==> src/rtl/hmc_pkg.sv <==
// Shared types and constants for the height map cell update block.
// Holds the request, response and cell word layouts plus opcode codes.
// No dependencies; every other file refers to it by scoped names.
`timescale 1ns / 1ps

package hmc_pkg;

   // Operation codes carried in the request opcode field
   localparam logic [2:0] OP_READ  = 3'd0;
   localparam logic [2:0] OP_WRITE = 3'd1;
   localparam logic [2:0] OP_MIN   = 3'd2;
   localparam logic [2:0] OP_MAX   = 3'd3;
   localparam logic [2:0] OP_CLEAR = 3'd4;

   // Confidence limits and the max-merge margin of 1.0 in Q16.8
   localparam logic [2:0]        CONF_MAX   = 3'd4;
   localparam logic [2:0]        CONF_ONE   = 3'd1;
   localparam logic signed [24:0] MAX_MARGIN = 25'sd256;

   // Tag layout: low half of block x over low half of block y
   localparam int TAG_W  = 32;
   localparam int HALF_W = 16;
   localparam int CELL_W = 20;

   // Widest slot index for the supported table sizes
   localparam int SLOT_MAX_W = 8;

   typedef struct packed {
      logic [2:0]         opcode;
      logic signed [19:0] cell_x;
      logic signed [19:0] cell_y;
      logic signed [23:0] height_in;
      logic [2:0]         confidence_in;
   } req_type;

   typedef struct packed {
      logic signed [23:0] height_out;
      logic [2:0]         confidence_out;
      logic               block_hit;
      logic               table_full;
   } rsp_type;

   typedef struct packed {
      logic signed [23:0] height;
      logic [2:0]         conf;
   } cell_type;

   typedef struct packed {
      logic     written;
      cell_type value;
   } mem_word_type;

   // Tag table lookup status
   typedef struct packed {
      logic                  hit;
      logic [SLOT_MAX_W-1:0] hit_slot;
      logic                  free_ok;
      logic [SLOT_MAX_W-1:0] free_slot;
   } lookup_type;

   // Tag table update controls
   typedef struct packed {
      logic                  clear_all;
      logic                  alloc;
      logic [SLOT_MAX_W-1:0] slot;
      logic [TAG_W-1:0]      tag;
   } tag_ctl_type;

   // Merge decision for one cell
   typedef struct packed {
      logic     store;
      cell_type value;
   } update_type;

endpackage

==> src/rtl/hmc_update.sv <==
// Merge rules for one cell: plain write, OP_MIN and OP_MAX height merges.
// Pure logic on the old cell and the request. Depends on hmc_pkg.
`timescale 1ns / 1ps

module hmc_update (
   input  logic [2:0]          opcode,
   input  logic signed [23:0]  height_in,
   input  logic [2:0]          confidence_in,
   input  hmc_pkg::cell_type   old_cell,
   output hmc_pkg::update_type result
);

   logic signed [24:0] old_plus_margin;
   logic signed [24:0] height_ext;

   assign old_plus_margin = $signed({old_cell.height[23], old_cell.height})
                            + hmc_pkg::MAX_MARGIN;
   assign height_ext      = $signed({height_in[23], height_in});

   // Pick the stored value for the operation
   always_comb begin
      result = '0;
      case (opcode)
         hmc_pkg::OP_WRITE: begin
            result.store        = 1'b1;
            result.value.height = height_in;
            result.value.conf   = confidence_in;
         end
         hmc_pkg::OP_MIN: begin
            result.store = 1'b1;
            if (old_cell.conf == 3'd0) begin
               result.value.height = height_in;
               result.value.conf   = hmc_pkg::CONF_ONE;
            end else begin
               result.value.height = (height_in > old_cell.height) ? height_in
                                                                   : old_cell.height;
               result.value.conf   = (old_cell.conf >= hmc_pkg::CONF_MAX)
                                     ? hmc_pkg::CONF_MAX : old_cell.conf + 3'd1;
            end
         end
         hmc_pkg::OP_MAX: begin
            // Update only a known cell that is not far below the new height
            if ((old_cell.conf != 3'd0) && (old_plus_margin > height_ext)) begin
               result.store = 1'b1;
               if (old_cell.conf < hmc_pkg::CONF_MAX) begin
                  result.value.height = height_in;
                  result.value.conf   = hmc_pkg::CONF_MAX;
               end else begin
                  // conf is at least four here, so one less stays above one
                  result.value.height = old_cell.height;
                  result.value.conf   = old_cell.conf - 3'd1;
               end
            end
         end
         default: begin
            result = '0;
         end
      endcase
   end

endmodule

==> config.mk <==
export PLATFORM = sky130hd
export DESIGN_NAME = hmc_update
export DESIGN_NICKNAME = d
export VERILOG_FILES = /design/src/rtl/hmc_pkg.sv /design/src/rtl/hmc_update.sv
export SDC_FILE = /design/constraint.sdc
export NUM_CORES = 1
export LEC_CHECK = 0
export ABC_AREA = 1
export BUFFER_PORTS_ARGS = -buffer_cell sky130_fd_sc_hd__buf_4
export CELL_PAD_IN_SITES_DETAIL_PLACEMENT = 1
export CELL_PAD_IN_SITES_GLOBAL_PLACEMENT = 1
export CORE_MARGIN = 1
export CORE_UTILIZATION = 38
export DETAILED_ROUTE_END_ITERATION = 8
export PLACE_DENSITY = 0.95
export SYNTH_ARGS = -nofsm -noshare
export SYNTH_HDL_FRONTEND = slang
export SYNTH_SLANG_ARGS = --single-unit
==> constraint.sdc <==
create_clock -name vclk -period 8.77
set_input_delay 2.1925 -clock vclk [all_inputs]
set_output_delay 2.1925 -clock vclk [all_outputs]
set_load 0.01 [all_outputs]
==> results of run 1 <==
## tightest hold or removal path, cell delays in order
cell and delay [ps]:
buf_4 80, nand2_1 40, nand2_1 60, buf_4 110
## per-stage QoR
stage	setup slack (ps)	hold WS, ps	total power [mW]
6_report	975.9	4671	0.1901
5_1_grt	452.3	4708	0.2129
4_1_cts	957.3	4677	0.1897
3_5_place_dp	966.1	4673	0.1888
3_3_place_gp	1160	4661	0.1782
2_1_floorplan	1751	4508	0.1160
## synth_stat cells (all sizes together)
master / n / share of area
nor4: 3 / 0.011
inv: 81 / 0.11
xor2: 9 / 0.028
o211ai: 1 / 0.0027
nor2: 97 / 0.13
a21o: 2 / 0.0053
buf: 8 / 0.024
o21ai: 33 / 0.059
a21oi: 22 / 0.039
clkbuf: 10 / 0.013
ha: 52 / 0.23
o21a: 3 / 0.0080
nand3b: 1 / 0.0027
a21boi: 1 / 0.0027
nand4: 3 / 0.0067
nand2: 144 / 0.20
nor3: 7 / 0.014
nand3: 64 / 0.12
## where the power goes
group / internal, mW / switching [mW]
registers: 0 / 0
logic: 0.0742 / 0.116
clock network: 0 / 0
total: 0.0742 / 0.116
## cells by family (layout without fill, tap and decap cells)
| kind of cell | Yosys count | in the layout |
|---|---|---|
| compound gates | 62 | 62 |
| xor+xnor | 9 | 9 |
| fa+ha+maj | 52 | 52 |
| buf+inv | 99 | 167 |
| simple gates | 319 | 319 |
## cell type report
class	count	area, sq um
Tap cell	99	123.9
Fill cell	1090	3724
Inverter	81	304.0
Timing Repair Buffer	86	645.6
Multi-Input combinational cell	442	2417
## per-layer routing
metal	GRT usage	part of all wire	up-vias
met5	0	0	-
met4	0.07185	0.020	0
met3	0.01320	0.031	23
met2	0.5130	0.50	91
met1	0.3352	0.44	1777
li1	-	-	1859
## cell usage in the layout, fill, tap and decap left out, types with 5 or more instances in the layout
cell,count
nand2_1,141
nor2_1,96
buf_4,86
inv_1,79
nand3_1,63
ha_1,52
o21ai_0,32
a21oi_1,22
xor2_1,9
nor3_1,5
## worst max path at each step
stage                       to  slack, ps  cells past startpoint
floorplan           result[16]       1750                     22
global placement    result[13]       1160                     23
detailed placement  result[13]        970                     23
CTS                 result[13]        960                     23
global route        result[19]        450                     23
finish              result[13]        980                     23
==> metrics.md, run 1 <==
| Metric | Value |
|---|---|
| Status | `completed` |
| Worst-margin pin slew | `between 1000 and 1500 ps` |
| WHS Endpoint | `result[0]` |
| Die area | `7770 sq um` |
| Synth Area in XOR/XNOR | `0.02795` |
| Hold buffer count at CTS | `0` |
| Synth Area in Simple Gates | `0.4805` |
| WS Path Type | `in -> out` |
| CP cell instances | `buf_4 -> ha_1 -> nand2_1 -> nor2_1 -> nand3_1 -> nor2_1 -> inv_1 -> nor3_1 -> nand2_1 -> nor3_1 -> nor2_1 -> ha_1 -> nand2_1 -> nor2_1 -> inv_1 -> nor3_1 -> nand2_1 -> nand3_1 -> nand3_4 -> nor2_1 -> nor2_1 -> nand2_1 -> buf_4` |
| Total Wirelength | `~10000 um` |
| Largest family of logic cells by synthesized area | `simple AND/OR/NAND/NOR gates` |
| Port Buf Inserts | `85` |
| Die Wd | `between 80 and 90 um` |
| Die Ht | `88.15 um` |
| RePlAce Congestion | `a little over 0.8` |
| Worst-path fanout max | `27` |
| Hold path start | `confidence_in[0]` |
| HPWL after detailed placement | `roughly 8200 um` |
| Drt wl/cell | `around 15 um` |
| Final Hold Viols | `0` |
| Initial Util | `0.3909` |
| First-pass GRT wire length | `~17000 um` |
| Total track usage | `0.2725` |
| CP max stage delay | `around 350 ps` |
| I/O pin cnt | `85` |
| Vias in the first global route | `between 3000 and 4000` |
| Adder-cell share of the synthesized area | `0.2307` |
| Initial antenna violation count | `0` |
| TritonRoute pass-1 iters | `4` |
| Post-Synthesis Cells | `541` |
| DRC viols | `0` |
| Pin count of the biggest net entering global routing | `54` |
| Inserted Diodes | `0` |
| Cell Pwr Density | `54.46 nW/um^2` |
| Post-CTS setup buffers | `0` |
| Synth Area in Compound Gates | `0.1162` |
| DRT iter0 DRCs | `between 90 and 100` |
| Startpoint types | `input port` |
| Synth warnings | `0` |
| Fin util | `0.4839` |
| Crit path launch | `old_cell[11]` |
| Num sequential | `0` |
| Final antenna-violating net count | `0` |
| Most used cell along the critical path | `nor2_1` |
| Share of layout cells above drive strength 1 | `0.1593` |
| CP max-delay cell | `nand3_4` |
| Synth unique cells | `28` |
| Max transition margin | `0.1843` |
| Cts repair resizes | `0` |
| Sequential cell area fraction in the yosys report | `0` |
| Buffers and inverters on the worst path | `4` |
| Via count | `approximately 3800` |
| # clk buffers | `0` |
| Post-layout nets | `between 700 and 800` |
| RSZ-0062 raised after global routing | `false` |
| Net count of the mapped netlist | `650` |
| Final cell count without fillers | `roughly 710` |
| Critical Path AT | `5600 ps` |
| Crit end category | `primary output` |
| MaxCap Viol Count | `0` |
| Mux contribution to synthesized area | `0` |
| Hold depth | `4` |
| Via density | `between 5 and 6` |
| Hold Path Class | `in -> out` |
| Final setup violating endpoints | `0` |
| Area post-placement | `3491 sq um` |
| Final Cell Area | `about 3500 sq um` |
| Post-synth design cell area | `2820 sq um` |
| Syn Area/Cell | `~5.2 sq um` |
| Period utilization | `0.8887` |
| Final Max Slew Viols | `0` |
| Placed Cells incl. Taps | `between 700 and 800` |
| Fin crit period | `7794 ps` |
| Layout Area Growth over Synthesis | `23.78%` |
| Total gr overflow | `0` |
| Achievable Freq | `approximately 130 MHz` |
| Core ar. | `between 7000 and 8000 sq um` |
| Core Rows | `31` |
| Critical Path RT | `approximately 6600 ps` |
| Setup TNS | `0 ps` |
| Leakage | `2.086 nW` |
| FF/Latch Area | `0 sq um` |
| Worst vdd ir | `0.00004934 V` |
| CP top delay family | `simple AND/OR/NAND/NOR gates` |
Power figures use the tool's default switching activity.
==> inputs of run 2 (changes only) <==
==> constraint.sdc (replaced) <==
create_clock -name vclk -period 8.77
set_input_delay 2.1925 -clock vclk [all_inputs]
set_output_delay 2.1925 -clock vclk [all_outputs]
set_load 0.05 [all_outputs]
==> run 2 against run 1 <==
Global-route usage decreased by 0.82 points. Utilization unchanged. Sequential share of layout area unchanged. Clock-buffer cell count unchanged. First-iteration DRC count decreased by 14%. Routed wire length increased by 0.88%.
==> metrics.md, run 2 (synthesis results as in run 1) <==
| Metric | Value |
|---|---|
| Status | `completed` |
| Die area | `7770 sq um (unchanged)` |
| Metal3 WL | `359 um (+11%)` |
| Metal2 WL | `5488 um (+5.0%)` |
| Hold buffer count at CTS | `0 (unchanged)` |
| Hold Path Class | `in -> out` |
| First-pass GRT wire length | `16700 um (-3.1%)` |
| Port Buf Inserts | `85 (unchanged)` |
| CP max stage delay | `340 ps (about the same)` |
| I/O pin cnt | `85 (unchanged)` |
| Worst-path fanout max | `27 (unchanged)` |
| Critical Path RT | `6580 ps (about the same)` |
| # fillers | `1090 (unchanged)` |
| Commonest non-fill, non-tap cell in the layout | `nand2_1` |
| Fin crit period | `8007 ps (+213.1 ps)` |
| HPWL after detailed placement | `8292 um (+0.54%)` |
| Hold slack final | `4753 ps (+82.52 ps)` |
| M1 WL | `4583 um (-0.63%)` |
| Via density | `5.304 (+0.13%)` |
| Total Wirelength | `10460 um (+0.88%)` |
| Final Max Slew Viols | `0 (unchanged)` |
| Critical Path AT | `5810 ps (+210 ps)` |
| WS Path Type | `in -> out` |
| Most frequent cells in the layout | `141 x nand2_1, 96 x nor2_1, 86 x buf_4` |
| Post-CTS setup buffers | `0 (unchanged)` |
| Initial antenna violation count | `0 (unchanged)` |
| RePlAce Congestion | `0.8288 (unchanged)` |
| # clk buffers | `0 (unchanged)` |
| Total gr overflow | `0 (unchanged)` |
| Worst vdd ir | `0.00005141 V (+4.2%)` |
| Layout Area Growth over Synthesis | `23.78% (unchanged)` |
| Crit end category | `primary output` |
| Setup TNS | `0 ps (unchanged)` |
| Final setup violating endpoints | `0 (unchanged)` |
| Via count | `3755 (+0.13%)` |
| MaxCap Viol Count | `0 (unchanged)` |
| RSZ-0062 raised after global routing | `false` |
| Total track usage | `0.2642 (-0.008221)` |
| FF/Latch Area | `0 sq um (unchanged)` |
| Most used cell along the critical path | `nand2_1` |
| Die Wd | `88.15 um (unchanged)` |
| Cell Pwr Density | `64.44 nW/um^2 (+18%)` |
| Hold depth | `4 (unchanged)` |
| CP max-delay cell | `ha_1` |
| Core ar. | `7214 sq um (unchanged)` |
| Startpoint types | `input port` |
| Initial Util | `0.3909 (unchanged)` |
| Die Ht | `88.15 um (unchanged)` |
| Max transition margin | `0.1587 (-0.02557)` |
| Core Rows | `31 (unchanged)` |
| Final Hold Viols | `0 (unchanged)` |
| DRT iter0 DRCs | `85 (-14%)` |
| Post-layout nets | `720 (unchanged)` |
| DRC viols | `0 (unchanged)` |
| Vias in the first global route | `3751 (-3.6%)` |
| Final antenna-violating net count | `0 (unchanged)` |
| Leakage | `2.086 nW (unchanged)` |
| Share of layout cells above drive strength 1 | `0.1593 (unchanged)` |
| Drt wl/cell | `14.78 um (+0.88%)` |
| Achievable Freq | `124.9 MHz (-2.7%)` |
| Period utilization | `0.9130 (+0.02429)` |
| Pin count of the biggest net entering global routing | `54 (unchanged)` |
| Inserted Diodes | `0 (unchanged)` |
| Top Metal Used | `met4` |
| CP cell instances | `buf_4 -> ha_1 -> nand2_1 -> nor2_1 -> nand3_1 -> nor2_1 -> inv_1 -> nor3_1 -> nand2_1 -> nor3_1 -> nor2_1 -> ha_1 -> a21oi_1 -> o21a_1 -> nand2_1 -> a21oi_1 -> nand2_1 -> nand2_1 -> nand3_4 -> nor2_1 -> nor2_1 -> nand2_1 -> buf_4` |
| Cts repair resizes | `0 (unchanged)` |
| Num sequential | `0 (unchanged)` |
| Worst-margin pin slew | `1258 ps (+38.25 ps)` |
| TritonRoute pass-1 iters | `4 (unchanged)` |
## run 2: cell counts in the layout (fill, tap and decap cells not counted)
Identical to the previous run, type by type.
## run 2: layout make-up
cell class	count	area, sq um	share of cell area
Timing Repair Buffer	86	645.6	0.1849
Inverter	81	304.0	0.08710
Tap cell	99	123.9	0.03548
Multi-Input combinational cell	442	2417	0.6925
## run 2: stage by stage
| step | worst slack [ps] | cell area (sq um) | util | total power, mW | instances |
|---|---|---|---|---|---|
| final | 762.9 | 3491 | 0.4839 | 0.2250 | 708 |
| after global routing | 481.3 | 3491 | 0.4839 | 0.2462 | 708 |
| after CTS | 815.6 | 3491 | 0.4839 | 0.2255 | 708 |
| after detailed placement | 817.9 | 3491 | 0.4839 | 0.2245 | 708 |
| after global placement | 1084 | 3491 | 0.4839 | 0.2132 | 708 |
| after floorplan | 1279 | 2820 | - | 0.1498 | 541 |
## run 2: worst paths after layout
path                    startpoint         end  slack, ps
setup / recovery      old_cell[11]  result[10]        760
hold / removal    confidence_in[0]   result[0]       4750
## run 2: power breakdown
group	switching, mW	internal [mW]
clock	0	0
combinational	0.150	0.0751
sequential	0	0
## run 2: critical path, delay by kind of cell
family | cells | cell delay [ps]
buffers and inverters | 3 | 370
AO/OA/AOI/OAI | 3 | 490
adder cells (fa/ha/maj) | 2 | 510
AND/OR/NAND/NOR | 15 | 2250
## run 2: layer usage
| layer | vias up | track usage |
|---|---|---|
| met5 | - | 0 |
| met4 | 0 | 0.02346 |
| met3 | 4 | 0.002828 |
| met2 | 88 | 0.5102 |
| met1 | 1804 | 0.3385 |
| li1 | 1859 | - |
==> inputs of run 3 (changes only) <==
--- a/config.mk
+++ b/config.mk
@@ -7,12 +7,10 @@
 export LEC_CHECK = 0
 export ABC_AREA = 1
 export BUFFER_PORTS_ARGS = -buffer_cell sky130_fd_sc_hd__buf_4
-export CELL_PAD_IN_SITES_DETAIL_PLACEMENT = 1
-export CELL_PAD_IN_SITES_GLOBAL_PLACEMENT = 1
 export CORE_MARGIN = 1
-export CORE_UTILIZATION = 38
+export CORE_UTILIZATION = 41
 export DETAILED_ROUTE_END_ITERATION = 8
-export PLACE_DENSITY = 0.95
+export PLACE_DENSITY = 0.76
 export SYNTH_ARGS = -nofsm -noshare
 export SYNTH_HDL_FRONTEND = slang
 export SYNTH_SLANG_ARGS = --single-unit
==> run 3 against run 2 <==
The flow now finishes with violations (DRC). Maximum frequency rose by 2.8%. Critical path depth stayed put. Non-clock buffer count is the same. Largest cell class unchanged. Total power shrank 4.7%. Die area is 7.2% lower. Global-route usage shrank 3.7 points. Critical path type unchanged. Via count down 5.7%.
==> metrics.md, run 3 (synthesis results as in run 1) <==
| Metric | Value |
|---|---|
| Layout Area Growth over Synthesis | `22.80%` |
| GR peak layer | `met2` |
| Cell Pwr Density | `61.90 nW/um^2 (-3.9%)` |
| CP max-delay cell | `ha_1` |
| Total Wirelength | `8292 um (-21%)` |
| Cts repair resizes | `0 (unchanged)` |
| Fin util | `0.5332 (+0.04936)` |
| Worst vdd ir | `0.00003523 V (-31%)` |
| Crit path launch | `old_cell[11]` |
| Crit end category | `primary output` |
| Die Ht | `84.94 um (-3.6%)` |
| Via density | `5.163 (-2.6%)` |
| Final Hold Viols | `0 (unchanged)` |
| Final Max Slew Viols | `0 (unchanged)` |
| Via count | `3542 (-5.7%)` |
| TritonRoute pass-1 iters | `7 (+3)` |
| Worst-path fanout max | `27 (unchanged)` |
| Commonest non-fill, non-tap cell in the layout | `nand2_1` |
| I/O pin cnt | `85 (unchanged)` |
| Total track usage | `0.2272 (-0.03699)` |
| Core ar. | `6495 sq um (-10%)` |
| Fin crit period | `7786 ps (-221.1 ps)` |
| Drt wl/cell | `12.09 um (-18%)` |
| DRT iter0 DRCs | `146 (+72%)` |
| CP cell instances | `buf_4 -> ha_1 -> nand2_1 -> nor2_1 -> nand3_1 -> nor2_1 -> inv_1 -> nor3_1 -> nand2_1 -> nor3_1 -> nor2_1 -> ha_1 -> nand2_1 -> nor2_1 -> inv_1 -> nor3_1 -> nand2_1 -> nand3_1 -> nand3_4 -> nor2_1 -> nor2_1 -> nand2_1 -> buf_4` |
| Achievable Freq | `128.4 MHz (+2.8%)` |
| Most used cell along the critical path | `nor2_1` |
| Core Rows | `29 (-6.5%)` |
| DRC viols | `4 (+4)` |
| Die Wd | `84.94 um (-3.6%)` |
| Hold slack final | `4740 ps (-12.86 ps)` |
| Final setup violating endpoints | `0 (unchanged)` |
| First-pass GRT wire length | `14040 um (-16%)` |
| Leakage | `2.086 nW (unchanged)` |
| Period utilization | `0.8878 (-0.02521)` |
| Worst setup endpoint | `result[9]` |
| Port Buf Inserts | `85 (unchanged)` |
| Num sequential | `0 (unchanged)` |
| Total gr overflow | `0 (unchanged)` |
| GR Util met1 | `0.2943 (-0.04425)` |
| Hold buffer count at CTS | `0 (unchanged)` |
| Post-CTS setup buffers | `0 (unchanged)` |
| Initial antenna violation count | `0 (unchanged)` |
| Die area | `7214 sq um (-7.2%)` |
| Inserted Diodes | `0 (unchanged)` |
| Critical Path AT | `5590 ps (-220 ps)` |
| MaxCap Viol Count | `0 (unchanged)` |
| Pin count of the biggest net entering global routing | `54 (unchanged)` |
| Status | `finished, violations left` |
| Pre-CTS WS | `1008 ps (+190.3 ps)` |
| RePlAce Congestion | `0.9103 (+9.8%)` |
| Initial Util | `0.4342 (+0.04330)` |
| HPWL after detailed placement | `6447 um (-22%)` |
| Startpoint types | `input port` |
| Max transition margin | `0.2048 (+0.04615)` |
| Share of layout cells above drive strength 1 | `0.1593 (unchanged)` |
| FF/Latch Area | `0 sq um (unchanged)` |
| Hold Path Class | `in -> out` |
| Setup TNS | `0 ps (unchanged)` |
| Worst-margin pin slew | `1189 ps (-69.03 ps)` |
| Grt met3 use | `0.01167 (+0.008846)` |
| Critical Path RT | `6580 ps (about the same)` |
| Met2 usage | `0.4228 (-0.08745)` |
| Final antenna-violating net count | `0 (unchanged)` |
| Failing checks | `DRC` |
| Post-layout nets | `720 (unchanged)` |
| WS Path Type | `in -> out` |
| Vias in the first global route | `3283 (-12%)` |
| RSZ-0062 raised after global routing | `false` |
| Post-route setup slack | `984.0 ps (+221.1 ps)` |
| # clk buffers | `0 (unchanged)` |
| CP max stage delay | `330 ps (about the same)` |
| Most frequent cells in the layout | `141 x nand2_1, 96 x nor2_1, 86 x buf_4` |
run 3: cell counts in the layout (fill, tap and decap cells not counted):
Identical to the previous run, type by type.
run 3: critical path, delay by kind of cell:
| family | cells | cell delay (ps) |
|---|---|---|
| buf+inv | 4 | 420 |
| fa+ha+maj | 2 | 510 |
| simple gates | 17 | 2450 |
run 3: power by group:
group | switching [mW] | internal [mW]
Sequential | 0 | 0
Combinational | 0.140 | 0.0742
Clock | 0 | 0
Total | 0.140 | 0.0742
run 3: how the worst min path moves through the flow:
stage | to | startpoint | cells past startpoint | slack (ps)
5_1_grt | result[0] | confidence_in[0] | 4 | 4760
2_1_floorplan | result[0] | confidence_in[0] | 2 | 4710
3_5_place_dp | result[0] | confidence_in[0] | 4 | 4740
4_1_cts | result[0] | confidence_in[0] | 4 | 4750
3_3_place_gp | result[0] | confidence_in[0] | 4 | 4740
6_report | result[0] | confidence_in[0] | 4 | 4740
run 3: metal layers:
layer  vias to the layer above  wire length [um]
li1                       1861                 -
met1                      1549              3790
met2                       121              3979
met3                        11               447
met4                         0                75
met5                         -                 0
run 3: layout make-up:
cell class / instances / area (sq um)
inverter: 81 / 304.0
timing repair buffer: 86 / 645.6
fill: 696 / 3032
tap: 77 / 96.34
multi-input combinational: 442 / 2417
run 3: stage by stage:
step / cell area (sq um) / power, mW / cells
final: 3463 / 0.2144 / 686
after global routing: 3463 / 0.2382 / 686
after CTS: 3463 / 0.2142 / 686
after detailed placement: 3463 / 0.2132 / 686
after global placement: 3463 / 0.2101 / 686
after floorplan: 2820 / 0.1498 / 541
