### config.mk
export PLATFORM = sky130hd
export DESIGN_NAME = hmc_tag_table
export DESIGN_NICKNAME = d
export VERILOG_FILES = /design/src/rtl/hmc_pkg.sv /design/src/rtl/hmc_tag_table.sv
export SDC_FILE = /design/constraint.sdc
export NUM_CORES = 1
export LEC_CHECK = 0
export BUFFER_PORTS_ARGS = -buffer_cell sky130_fd_sc_hd__buf_4
export CAP_MARGIN = 10
export CORE_UTILIZATION = 30
export DETAILED_ROUTE_END_ITERATION = 8
export PLACE_DENSITY = 0.45
export SLEW_MARGIN = 30
export SYNTH_ARGS = -nofsm -noshare
export SYNTH_HDL_FRONTEND = slang
export SYNTH_SLANG_ARGS = --single-unit
### constraint.sdc
create_clock -name clock -period 8.1 [get_ports clock]
set_input_delay 0.405 -clock clock [delete_from_list [all_inputs] [get_ports clock]]
set_output_delay 0.405 -clock clock [all_outputs]
set_load 0.02 [all_outputs]
### src/rtl/hmc_pkg.sv
// Shared types and constants for the height map cell update block.
// Holds the request, response and cell word layouts plus opcode codes.
// No dependencies; every other file refers to it by scoped names.
`timescale 1ns / 1ps

package hmc_pkg;

   // Operation codes carried in the request opcode field
   localparam logic [2:0] OP_READ  = 3'd0;
   localparam logic [2:0] OP_WRITE = 3'd1;
   localparam logic [2:0] OP_MIN   = 3'd2;
   localparam logic [2:0] OP_MAX   = 3'd3;
   localparam logic [2:0] OP_CLEAR = 3'd4;

   // Confidence limits and the max-merge margin of 1.0 in Q16.8
   localparam logic [2:0]        CONF_MAX   = 3'd4;
   localparam logic [2:0]        CONF_ONE   = 3'd1;
   localparam logic signed [24:0] MAX_MARGIN = 25'sd256;

   // Tag layout: low half of block x over low half of block y
   localparam int TAG_W  = 32;
   localparam int HALF_W = 16;
   localparam int CELL_W = 20;

   // Widest slot index for the supported table sizes
   localparam int SLOT_MAX_W = 8;

   typedef struct packed {
      logic [2:0]         opcode;
      logic signed [19:0] cell_x;
      logic signed [19:0] cell_y;
      logic signed [23:0] height_in;
      logic [2:0]         confidence_in;
   } req_type;

   typedef struct packed {
      logic signed [23:0] height_out;
      logic [2:0]         confidence_out;
      logic               block_hit;
      logic               table_full;
   } rsp_type;

   typedef struct packed {
      logic signed [23:0] height;
      logic [2:0]         conf;
   } cell_type;

   typedef struct packed {
      logic     written;
      cell_type value;
   } mem_word_type;

   // Tag table lookup status
   typedef struct packed {
      logic                  hit;
      logic [SLOT_MAX_W-1:0] hit_slot;
      logic                  free_ok;
      logic [SLOT_MAX_W-1:0] free_slot;
   } lookup_type;

   // Tag table update controls
   typedef struct packed {
      logic                  clear_all;
      logic                  alloc;
      logic [SLOT_MAX_W-1:0] slot;
      logic [TAG_W-1:0]      tag;
   } tag_ctl_type;

   // Merge decision for one cell
   typedef struct packed {
      logic     store;
      cell_type value;
   } update_type;

endpackage

### src/rtl/hmc_tag_table.sv
// Associative block tag table: valid bits, tags, parallel compare and
// lowest-free-slot search. Depends on hmc_pkg.
`timescale 1ns / 1ps

module hmc_tag_table #(
   parameter int NUM_BLOCKS = 16
) (
   input  logic                     clock,
   input  logic                     reset,
   input  logic [hmc_pkg::TAG_W-1:0] lookup_tag,
   input  hmc_pkg::tag_ctl_type     ctl,
   output hmc_pkg::lookup_type      lookup
);

   localparam int SLOT_W = (NUM_BLOCKS > 1) ? $clog2(NUM_BLOCKS) : 1;

   logic [NUM_BLOCKS-1:0]       valid_ff;
   logic [hmc_pkg::TAG_W-1:0]   tag_ff [NUM_BLOCKS];

   // Compare every entry at once; tags are unique so hits can be OR-ed
   always_comb begin
      lookup = '0;
      for (int i = 0; i < NUM_BLOCKS; i++) begin
         if (valid_ff[i] && (tag_ff[i] == lookup_tag)) begin
            lookup.hit      = 1'b1;
            lookup.hit_slot = lookup.hit_slot | hmc_pkg::SLOT_MAX_W'(i);
         end
      end
      // Scan down so the lowest free slot wins
      for (int i = NUM_BLOCKS - 1; i >= 0; i--) begin
         if (!valid_ff[i]) begin
            lookup.free_ok   = 1'b1;
            lookup.free_slot = hmc_pkg::SLOT_MAX_W'(i);
         end
      end
   end

   // Track allocated slots; clear-all frees every block
   always_ff @(posedge clock) begin
      if (reset) begin
         valid_ff <= '0;
      end else if (ctl.clear_all) begin
         valid_ff <= '0;
      end else if (ctl.alloc) begin
         valid_ff[ctl.slot[SLOT_W-1:0]] <= 1'b1;
      end
   end

   // Capture the tag of a newly allocated block
   always_ff @(posedge clock) begin
      if (ctl.alloc) begin
         tag_ff[ctl.slot[SLOT_W-1:0]] <= ctl.tag;
      end
   end

endmodule

==> run summary, run 1 <==
Run status
* finished clean — run status

Drt
* 7 — count of TritonRoute iterations in the first routing pass
* 30.93 um — wire length per cell after detailed routing
* 1148 — Detailed Route Iter0 Violations
* 12220 — total via count after detailed routing
* 76890 um — Final Routed Wirelength
* 0 — remaining number of nets flagged by the antenna check after routing
* 38280 um — total length of routed met2 wires
* 33580 um — Met1 Wirelength
* 4.917 — number of vias per cell after detailed routing
* 0 — DRC violations left
* 3697 um — met3 WL
* met4 — highest metal used

Pwr
* 0.0001429 V — peak ir drop on the vdd network
* 7.907 nW — leak pwr
* 235.1 nW/um2 — power density relative to cell area

Synthesis
* sky130_fd_sc_hd__edfxtp_1 68%, sky130_fd_sc_hd__xnor2_1 14%, sky130_fd_sc_hd__xor2_1 5.7% — dominant cells by area after synthesis
* 41 — Distinct cells, synth
* 22600 um2 — Syn Std Cell Area
* 1380 — Gate Count Post-Synth
* 0 — number of warnings printed during yosys synthesis
* 0.6946 — Seq/Total Area, Yosys
* 16.37 um2 — mean area per synthesized cell
* 0.6804 — post-synth top area share
* 0 — post-synthesis mux area share
* sky130_fd_sc_hd__edfxtp_1 — post-synthesis cell type with the largest combined area
* 528 — post-synthesis register bit count
* XOR/XNOR gates — main combinational cell family by area after synthesis
* 0.1981 — post-synthesis xor/xnor area fraction
* 0 — post-synthesis adder-cell area fraction
* 0.01196 — Synth Area in Compound Gates
* 0.05980 — simple logic cell fraction of the synthesized area

Global route
* 11900 — number of global-route vias before repair
* 34 — pin count of the biggest net entering global routing
* 0 — overflow left after global routing
* 0.1993 — Tot GR Track Use
* 12 — initial antenna violation count
* 102900 um — wire length of the first global-routing pass

Die
* 276.4 um — height of the die
* 0.3035 — initial core utilization
* 276.4 um — width of the die
* 76420 um2 — Die Footprint
* 74450 um2 — area of the placeable core
* 94 — ports placed on the boundary
* 100 — number of rows in the core area

STA
* 0.3236 — worst slew margin relative to its limit
* 0.5127 — post-route clock period utilization
* 0 — count of final setup violators
* 0 — Pins Over Slew Limit
* 0 ns — Sum Neg Setup Slack
* 1.005 ns — Slew @ Worst Pin
* 0 — Fin. Hold Viols
* 0.2408 GHz — highest clock frequency the design can meet
* 4.153 ns — fin crit period
* 0 ns — final clock skew
* false — RSZ-0062 raised after global routing

Clock tree
* 0 — cts hold-fix bufs
* 57 — total clock buffers created by CTS
* 0 — Post-CTS Resized
* 0.60 ns — Skew-Pair Late Insertion Delay
* 0 — buffers inserted by post-CTS timing repair
* 0.06 ns — Clock transition at path regs
* built — clock tree from TritonCTS
* 2 — level count of the clock H-tree
* 528 — Sink Count
* 3 — CTS Buffer Depth
* sky130_fd_sc_hd__clkbuf_16 — CTS Root Buffer Type

Run
* 0 — number of max-cap violations

Layout
* 0.1345 — fraction of final layout cells sized beyond drive strength 1
* 0.3480 — final standard cell utilization of the core
* 14.65% — layout overhead on the synthesized area
* 7038 — number of fillers in the final layout
* 0 — count of antenna diodes in the layout
* 1550 — count of nets after finishing

Worst setup path
* valid_ff[0] — worst reg2reg endpoint
* output pin — kind of end point of the critical path
* 1 — number of cells traversed by the worst register-to-register path
* flip-flop — type of element launching the critical path
* reg2out — Setup Crit Path Kind
* 7.70 ns — Data required, critical path
* 7.34 ns — minimum setup slack among reg-to-reg paths
* 3.75 ns — arrival time of data at the critical path endpoint
* 2 — crit path max fanout
* valid_ff[0] — launch point of the worst reg-to-reg path

Min path
* tag_ff[13][22] — capture endpoint of the worst hold path
* ctl[22] — min-delay src
* in2reg — class of the tightest hold or removal check
* 1 — Min-Delay Path Depth

Placement
* 0.7774 — Placer Congestion
* 43340 um — Detailed Place HPWL
* 81 — I/O Buffers

==> cell usage after synthesis (all sizes together) <==
| cell type | instances |
|---|---|
| or3b | 1 |
| o41ai | 5 |
| o22ai | 1 |
| nand2b | 2 |
| clkbuf | 1 |
| o211ai | 1 |
| a41o | 1 |
| nor4 | 48 |
| and3 | 3 |
| or4 | 5 |
| dfxtp | 16 |
| nand4 | 96 |
| nor3 | 15 |
| a31o | 1 |
| conb | 1 |
| edfxtp | 512 |
| nand3b | 2 |
| o2111ai | 1 |
| xnor2 | 364 |
| nand2 | 11 |
| a31oi | 2 |
| o21ai | 4 |
| or2 | 1 |
| xor2 | 147 |
| o21a | 16 |
| nor2 | 18 |
| inv | 5 |
| a21boi | 2 |
| buf | 72 |
| or3 | 3 |
| nand3 | 21 |
| a21oi | 2 |
==> report_power, final <==
part | switching [W] | internal [W]
combinational | 0.000304 | 0.000135
sequential | 0.0000202 | 0.00305
clock | 0.00107 | 0.00151
total | 0.00139 | 0.00470
==> placed cells by master (no fill, tap or decap), types with 2 or more instances in the layout <==
cell and instances:
sky130_fd_sc_hd__bufinv_16 7, sky130_fd_sc_hd__inv_1 5, sky130_fd_sc_hd__clkbuf_16 57, sky130_fd_sc_hd__clkinv_1 9
sky130_fd_sc_hd__nor2_4 12, sky130_fd_sc_hd__a31oi_1 2, sky130_fd_sc_hd__o21ai_0 4, sky130_fd_sc_hd__a21boi_0 2
sky130_fd_sc_hd__nand4_1 94, sky130_fd_sc_hd__buf_16 8, sky130_fd_sc_hd__nand3_1 20, sky130_fd_sc_hd__nor3_1 11
sky130_fd_sc_hd__nand2_1 11, sky130_fd_sc_hd__nand2b_1 2, sky130_fd_sc_hd__nand3b_1 2, sky130_fd_sc_hd__or4_1 5
sky130_fd_sc_hd__conb_1 8, sky130_fd_sc_hd__xnor2_1 364, sky130_fd_sc_hd__nor2_1 6, sky130_fd_sc_hd__clkinv_2 8
sky130_fd_sc_hd__o21a_1 16, sky130_fd_sc_hd__and3_4 2, sky130_fd_sc_hd__clkbuf_1 19, sky130_fd_sc_hd__buf_4 91
sky130_fd_sc_hd__nor4_1 47, sky130_fd_sc_hd__a21oi_1 2, sky130_fd_sc_hd__xor2_1 147, sky130_fd_sc_hd__nor3_2 4
sky130_fd_sc_hd__dfxtp_1 16, sky130_fd_sc_hd__or3_2 2, sky130_fd_sc_hd__o41ai_1 4, sky130_fd_sc_hd__edfxtp_1 512
==> worst max-delay path, cell delays in order (launching register included) <==
cell	delay, ns
sky130_fd_sc_hd__edfxtp_1	0.39
sky130_fd_sc_hd__xnor2_1	0.17
sky130_fd_sc_hd__nand4_1	0.11
sky130_fd_sc_hd__nor4_1	0.83
sky130_fd_sc_hd__nand4_1	0.47
sky130_fd_sc_hd__o41ai_2	0.57
sky130_fd_sc_hd__or3_4	0.23
sky130_fd_sc_hd__or4_1	0.18
sky130_fd_sc_hd__buf_4	0.16
==> sequential cells by signal, indices dropped and copies added (netlist names) <==
name	count
valid_ff	16
tag_ff	512
==> layout make-up <==
| type | instances | area [um2] | area share |
|---|---|---|---|
| inverters | 5 | 18.77 | 0.0007245 |
| clock inverters | 26 | 300.3 | 0.01159 |
| clock buffers | 76 | 1498 | 0.05781 |
| flip-flops and latches | 528 | 15700 | 0.6058 |
| multi-input cells | 781 | 6243 | 0.2410 |
| well taps | 969 | 1212 | 0.04680 |
| repair buffers | 101 | 938.4 | 0.03622 |
==> worst max-delay path by stage <==
stage,from,endpoint,slack [ns],cells past startpoint
5_1_grt,tag_ff[5][14],lookup[9],3.92,8
6_report,tag_ff[9][22],lookup[17],3.95,8
3_3_place_gp,lookup_tag[27],lookup[17],4.04,9
4_1_cts,tag_ff[9][22],lookup[17],3.94,8
3_5_place_dp,lookup_tag[11],lookup[17],4.08,9
2_1_floorplan,ctl[33],tag_ff[0][0],4.46,2
==> stage by stage <==
| stage | cells | power, W | area [um2] | hold WS, ns | worst slack, ns |
|---|---|---|---|---|---|
| after global routing | 2486 | 0.006253 | 25910 | 0.2005 | 3.920 |
| after floorplan | 1387 | 0.003378 | 22620 | 0.4624 | 4.461 |
| after global placement | 2374 | 0.003566 | 23850 | 0.4809 | 4.043 |
| after CTS | 2484 | 0.006141 | 25850 | 0.1901 | 3.939 |
| final | 2486 | 0.006090 | 25910 | 0.2187 | 3.947 |
| after detailed placement | 2382 | 0.003572 | 24050 | 0.5019 | 4.080 |
==> routing by layer <==
metal	track usage	vias to the layer above
met3	0.02763	90
met5	0	-
li1	-	5218
met1	0.2668	6541
met2	0.3436	374
met4	0.03982	0
==> logic make-up after synthesis <==
group	count (synthesis)
AO/OA/AOI/OAI	36
XOR/XNOR	511
buffers and inverters	78
flip-flops	528
other	1
AND/OR/NAND/NOR	226
Note: power is estimated with default switching activity, not from simulation.
==> inputs of run 2 (changes only) <==
--- a/config.mk
+++ b/config.mk
@@ -9,7 +9,7 @@
 export CAP_MARGIN = 10
 export CORE_UTILIZATION = 30
 export DETAILED_ROUTE_END_ITERATION = 8
-export PLACE_DENSITY = 0.45
+export PLACE_DENSITY = 0.46
 export SLEW_MARGIN = 30
 export SYNTH_ARGS = -nofsm -noshare
 export SYNTH_HDL_FRONTEND = slang
==> constraint.sdc (replaced) <==
create_clock -name clock -period 3.5 [get_ports clock]
set_input_delay 0.175 -clock clock [delete_from_list [all_inputs] [get_ports clock]]
set_output_delay 0.175 -clock clock [all_outputs]
set_load 0.02 [all_outputs]
==> run summary, run 2 (synthesized netlist as in run 1, its figures left out) <==
Clock tree
* 0 — buffers inserted by post-CTS timing repair
* sky130_fd_sc_hd__clkbuf_16 — CTS Root Buffer Type
* 3 — CTS Buffer Depth
* 58 — total clock buffers created by CTS
* built — clock tree from TritonCTS
* 2 — level count of the clock H-tree
* 0.06 ns — Clock transition at path regs
* 528 — Sink Count
* 0.61 ns — Skew-Pair Late Insertion Delay

Worst setup path
* sky130_fd_sc_hd__or4_1 — worst-path cell with the longest stage delay
* flip-flop — type of element launching the critical path
* 3.26 ns — arrival time of data at the critical path endpoint
* 2 — crit path max fanout
* 1 — number of buffer and inverter stages on the critical path
* 0.59 ns — largest incremental delay on the critical path
* output pin — kind of end point of the critical path
* 3.32 ns — Data required, critical path
* simple AND/OR/NAND/NOR gates — cell family contributing the most delay on the critical path
* reg2out — Setup Crit Path Kind
* xor2_1 -> nor4_2 -> nand3_1 -> or4_1 -> o2111ai_2 -> or3_4 -> or4_4 -> buf_4 — cell breakdown of the critical path

Die
* 0.3035 — initial core utilization
* 100 — number of rows in the core area
* 94 — ports placed on the boundary
* 74450 um2 — area of the placeable core
* 276.4 um — height of the die
* 276.4 um — width of the die
* 76420 um2 — Die Footprint

Pwr
* 527.5 nW/um2 — power density relative to cell area
* 0.0003531 V — peak ir drop on the vdd network
* 8.321 nW — leak pwr

Drt
* 7 — count of TritonRoute iterations in the first routing pass
* 12550 — total via count after detailed routing
* 76820 um — Final Routed Wirelength
* 0 — DRC violations left
* 29.80 um — wire length per cell after detailed routing
* 4.867 — number of vias per cell after detailed routing
* 1103 — Detailed Route Iter0 Violations
* 0 — remaining number of nets flagged by the antenna check after routing

STA
* 0.4541 — worst slew margin relative to its limit
* 0 — count of final setup violators
* 0 — Fin. Hold Viols
* 0.8161 ns — Slew @ Worst Pin
* 0 ns — Sum Neg Setup Slack
* 0 ns — final clock skew
* 0.06561 ns — slack of the critical path
* 0.2912 GHz — highest clock frequency the design can meet
* 0.9813 — post-route clock period utilization
* 0 — Pins Over Slew Limit
* false — RSZ-0062 raised after global routing
* 3.434 ns — fin crit period

Layout
* 26660 um2 — Non-Filler Cell Area, Final
* 512 — max reg flops
* 1639 — count of nets after finishing
* 0.3582 — final standard cell utilization of the core
* sky130_fd_sc_hd__edfxtp_1 — most common library cell in the layout ignoring fill and taps
* 0.1649 — fraction of final layout cells sized beyond drive strength 1
* 18.00% — layout overhead on the synthesized area
* 512 x sky130_fd_sc_hd__edfxtp_1, 364 x sky130_fd_sc_hd__xnor2_1, 148 x sky130_fd_sc_hd__buf_4 — commonest cells after routing, fill and taps aside
* 7019 — number of fillers in the final layout

Run status
* finished clean — run status

Placement
* 0.3204 ns — Post-Place Worst Slack
* 47830 um — Detailed Place HPWL
* 0.8380 — Placer Congestion
* 24490 um2 — placed instance area
* 81 — I/O Buffers

Global route
* 0.2006 — Tot GR Track Use
* 0 — overflow left after global routing
* 34 — pin count of the biggest net entering global routing
* 6 — initial antenna violation count
* 12180 — number of global-route vias before repair
* 104000 um — wire length of the first global-routing pass

Run
* 0 — number of max-cap violations

Min path
* in2reg — class of the tightest hold or removal check

run 2: cell types whose count changed in the layout (fill, tap and decap cells not counted), moves of 3 or more:
| cell | before | now |
|---|---|---|
| sky130_fd_sc_hd__buf_12 | 1 | 4 |
| sky130_fd_sc_hd__buf_16 | 8 | 5 |
| sky130_fd_sc_hd__buf_4 | 91 | 148 |
| sky130_fd_sc_hd__bufinv_16 | 7 | 3 |
| sky130_fd_sc_hd__clkbuf_16 | 57 | 61 |
| sky130_fd_sc_hd__clkinv_1 | 9 | 16 |
| sky130_fd_sc_hd__clkinv_2 | 8 | 4 |
| sky130_fd_sc_hd__dlygate4sd3_1 | 0 | 32 |
| sky130_fd_sc_hd__or4_1 | 5 | 2 |
| sky130_fd_sc_hd__or4_4 | 0 | 3 |
run 2: worst paths after layout:
check	from	end	slack, ns	cells after the start
worst max-delay path	tag_ff[13][22]	lookup[17]	0.07	8
worst min-delay path	ctl[11]	tag_ff[0][11]	0.04	1
worst max register to register	valid_ff[5]	valid_ff[5]	2.78	1
worst min register to register	valid_ff[10]	valid_ff[10]	0.50	1
run 2: area by class of cell:
cell class              instances  area [um2]  share of cell area
multi-input cells             781        6297              0.2362
clock buffers                  80        1608             0.06030
well taps                     969        1212             0.04547
flip-flops and latches        528       15700              0.5886
repair buffers                189        1649             0.06185
diodes                          2       5.005           0.0001877
clock inverters                24       177.7            0.006664
inverters                       5       18.77           0.0007039
run 2: layer usage:
| metal | share of wire | wire length, um | up-vias | track usage |
|---|---|---|---|---|
| met5 | 0 | 0 | - | 0 |
| met2 | 0.49 | 37450 | 406 | 0.3382 |
| met3 | 0.050 | 3825 | 96 | 0.02611 |
| met1 | 0.44 | 33690 | 6641 | 0.2713 |
| li1 | - | - | 5405 | - |
| met4 | 0.024 | 1859 | 0 | 0.05271 |
run 2: report_power, final:
group	total (W)	internal, W	switching (W)	leakage (nW)
sequential	0.00711	0.00706	0.0000464	4.75
combinational	0.00109	0.000376	0.000712	2.70
clock	0.00587	0.00339	0.00248	0.863
run 2: per-stage QoR:
step	power (W)	std cells	hold WS, ns
finish	0.01407	2578	0.04385
global route	0.01448	2576	0.01812
CTS	0.01421	2576	0.01122
detailed placement	0.008315	2440	0.4828
global placement	0.008303	2435	0.4802
floorplan	0.007818	1387	0.2739
run 2: repair_timing:
item | CTS | global route
gates resized for setup | 8 | 2
hold endpoints to repair | 418 | 0
endpoints found under the setup margin | 4 | 2
hold buffers | 32 | 0
pin swaps | 4 | 0
==> inputs of run 3 (changes only) <==
--- a/config.mk
+++ b/config.mk
@@ -7,9 +7,12 @@
 export LEC_CHECK = 0
 export BUFFER_PORTS_ARGS = -buffer_cell sky130_fd_sc_hd__buf_4
 export CAP_MARGIN = 10
+export CORE_ASPECT_RATIO = 0.5
 export CORE_UTILIZATION = 30
 export DETAILED_ROUTE_END_ITERATION = 8
+export GPL_ROUTABILITY_DRIVEN = 0
 export PLACE_DENSITY = 0.46
+export SETUP_SLACK_MARGIN = 0.3
 export SLEW_MARGIN = 30
 export SYNTH_ARGS = -nofsm -noshare
 export SYNTH_HDL_FRONTEND = slang
==> run summary, run 3 (synthesized netlist as in run 1, its figures left out) <==
Run status
* finished clean — run status

Layout
* 0.1756 — fraction of final layout cells sized beyond drive strength 1
* 1619 — count of nets after finishing
* sky130_fd_sc_hd__edfxtp_1 — most common library cell in the layout ignoring fill and taps
* 512 x sky130_fd_sc_hd__edfxtp_1, 363 x sky130_fd_sc_hd__xnor2_1, 153 x sky130_fd_sc_hd__buf_4 — commonest cells after routing, fill and taps aside
* 512 — max reg flops
* 7013 — number of fillers in the final layout
* 0 — count of antenna diodes in the layout
* 0.3591 — final standard cell utilization of the core
* 17.21% — layout overhead on the synthesized area
* 15700 um2 — area used by sequential logic in the layout
* 6382 um2 — multi-input combinational cell area

Worst setup path
* reg2out — Setup Crit Path Kind
* output pin — kind of end point of the critical path
* flip-flop — type of element launching the critical path
* 0.56 ns — largest incremental delay on the critical path
* xnor2_1 -> nand4_1 -> nor4_4 -> nand4_1 -> o41ai_2 -> or3_4 -> or4_4 -> buf_6 — cell breakdown of the critical path
* 3.10 ns — arrival time of data at the critical path endpoint
* sky130_fd_sc_hd__nand4_1 — most frequent cell on the critical path
* 3.32 ns — Data required, critical path
* sky130_fd_sc_hd__or4_4 — worst-path cell with the longest stage delay
* 2 — crit path max fanout

STA
* true — RSZ-0062 raised after global routing
* 0.3860 — worst slew margin relative to its limit
* 0.3050 GHz — highest clock frequency the design can meet
* 0.9125 ns — Slew @ Worst Pin
* 0.2216 ns — slack of the critical path
* 0 ns — final clock skew
* 0.02123 ns — worst hold margin
* 0 — Fin. Hold Viols
* 0.9367 — post-route clock period utilization
* 0 — count of final setup violators
* 0 — Pins Over Slew Limit
* 3.278 ns — fin crit period
* 0 ns — Sum Neg Setup Slack

Clock tree
* 0.07 ns — Clock transition at path regs
* 528 — Sink Count
* 0.59 ns — Skew-Pair Late Insertion Delay
* 3 — CTS Buffer Depth
* 2 — level count of the clock H-tree
* built — clock tree from TritonCTS
* 53 — total clock buffers created by CTS
* sky130_fd_sc_hd__clkbuf_16 — CTS Root Buffer Type

Global route
* 34 — pin count of the biggest net entering global routing
* 9 — initial antenna violation count
* 12220 — number of global-route vias before repair
* 0 — overflow left after global routing
* 0.2014 — Tot GR Track Use
* 104700 um — wire length of the first global-routing pass

Die
* 70 — number of rows in the core area
* 390.1 um — width of the die
* 94 — ports placed on the boundary
* 76490 um2 — Die Footprint
* 73750 um2 — area of the placeable core
* 196.1 um — height of the die
* 0.3064 — initial core utilization

Pwr
* 0.01062 W — internal power
* 0.516 — part of the power in registers
* 0.405 — fraction of power consumed by the clock network
* 0.01379 W — post-route total power
* 0.0002534 V — peak ir drop on the vdd network
* 8.237 nW — leak pwr
* 0.003172 W — total net switching power
* 0.079 — relative contribution of combinational cells to total power
* 520.6 nW/um2 — power density relative to cell area
* 0.2301 — switching power as a share of total power

Drt
* 5 — count of TritonRoute iterations in the first routing pass
* 0 — remaining number of nets flagged by the antenna check after routing
* 12600 — total via count after detailed routing
* 29.81 um — wire length per cell after detailed routing
* 77230 um — Final Routed Wirelength
* 1462 — Detailed Route Iter0 Violations
* 0 — DRC violations left
* 4.865 — number of vias per cell after detailed routing

Run
* 0 — number of max-cap violations

Min path
* in2reg — class of the tightest hold or removal check

Placement
* 0.3325 ns — Post-Place Worst Slack
* 48240 um — Detailed Place HPWL
* 81 — I/O Buffers

## run 3: cell types whose count changed in the layout (fill, tap and decap cells not counted), sizes merged
cell | previous run | this run
buf | 157 | 162
bufinv | 3 | 5
clkbuf | 80 | 68
clkinv | 20 | 22
clkinvlp | 1 | 0
diode | 2 | 0
dlygate4sd3 | 32 | 12
## run 3: worst paths after layout
kind                                     start            end  slack, ns  depth (start not counted)
worst max-delay path            tag_ff[10][19]     lookup[17]       0.22                          8
worst min-delay path                   ctl[12]  tag_ff[3][12]       0.02                          1
worst max register to register     valid_ff[0]    valid_ff[0]       2.66                          1
worst min register to register    valid_ff[10]   valid_ff[10]       0.50                          1
## run 3: power groups by stage
stage               combinational, W  clock, W  sequential [W]
floorplan                   0.000579         0         0.00724
global placement             0.00106         0         0.00724
detailed placement           0.00107         0         0.00724
CTS                          0.00109   0.00569         0.00711
global route                 0.00114   0.00594         0.00711
finish                       0.00109   0.00559         0.00711
## run 3: metal layers
layer  track usage  part of all wire  vias to the layer above
met3       0.02746             0.060                       54
met5             0                 0                        -
met4       0.03166             0.012                        0
li1              -                 -                     5375
met2        0.3325              0.48                      453
met1        0.2865              0.45                     6722
## run 3: per-stage QoR
step,cells,instance area (um2)
floorplan,1387,22630
global placement,2476,24370
detailed placement,2481,24500
CTS,2589,26390
global route,2591,26480
finish,2591,26480
## run 3: final cells by class
| class | instances | area share |
|---|---|---|
| flip-flops and latches | 528 | 0.5926 |
| multi-input cells | 781 | 0.2410 |
| repair buffers | 174 | 0.05556 |
| clock buffers | 68 | 0.05334 |
| well taps | 1008 | 0.04762 |
| clock inverters | 27 | 0.009165 |
| inverters | 5 | 0.0007086 |
## run 3: repair_timing
action	4_1_cts	5_1_grt
hold buffers	12	0
gates resized for setup	17	7
hold endpoints to repair	104	0
endpoints found under the setup margin	5	5
pin swaps	9	9
buffers inserted	1	0
## run 3: worst max-delay path, delay by kind of cell (launching register included)
kind	cells	cell delay (ns)
simple gates	5	1.68
compound gates	1	0.15
flops	1	0.38
buf+inv	1	0.15
xor+xnor	1	0.13
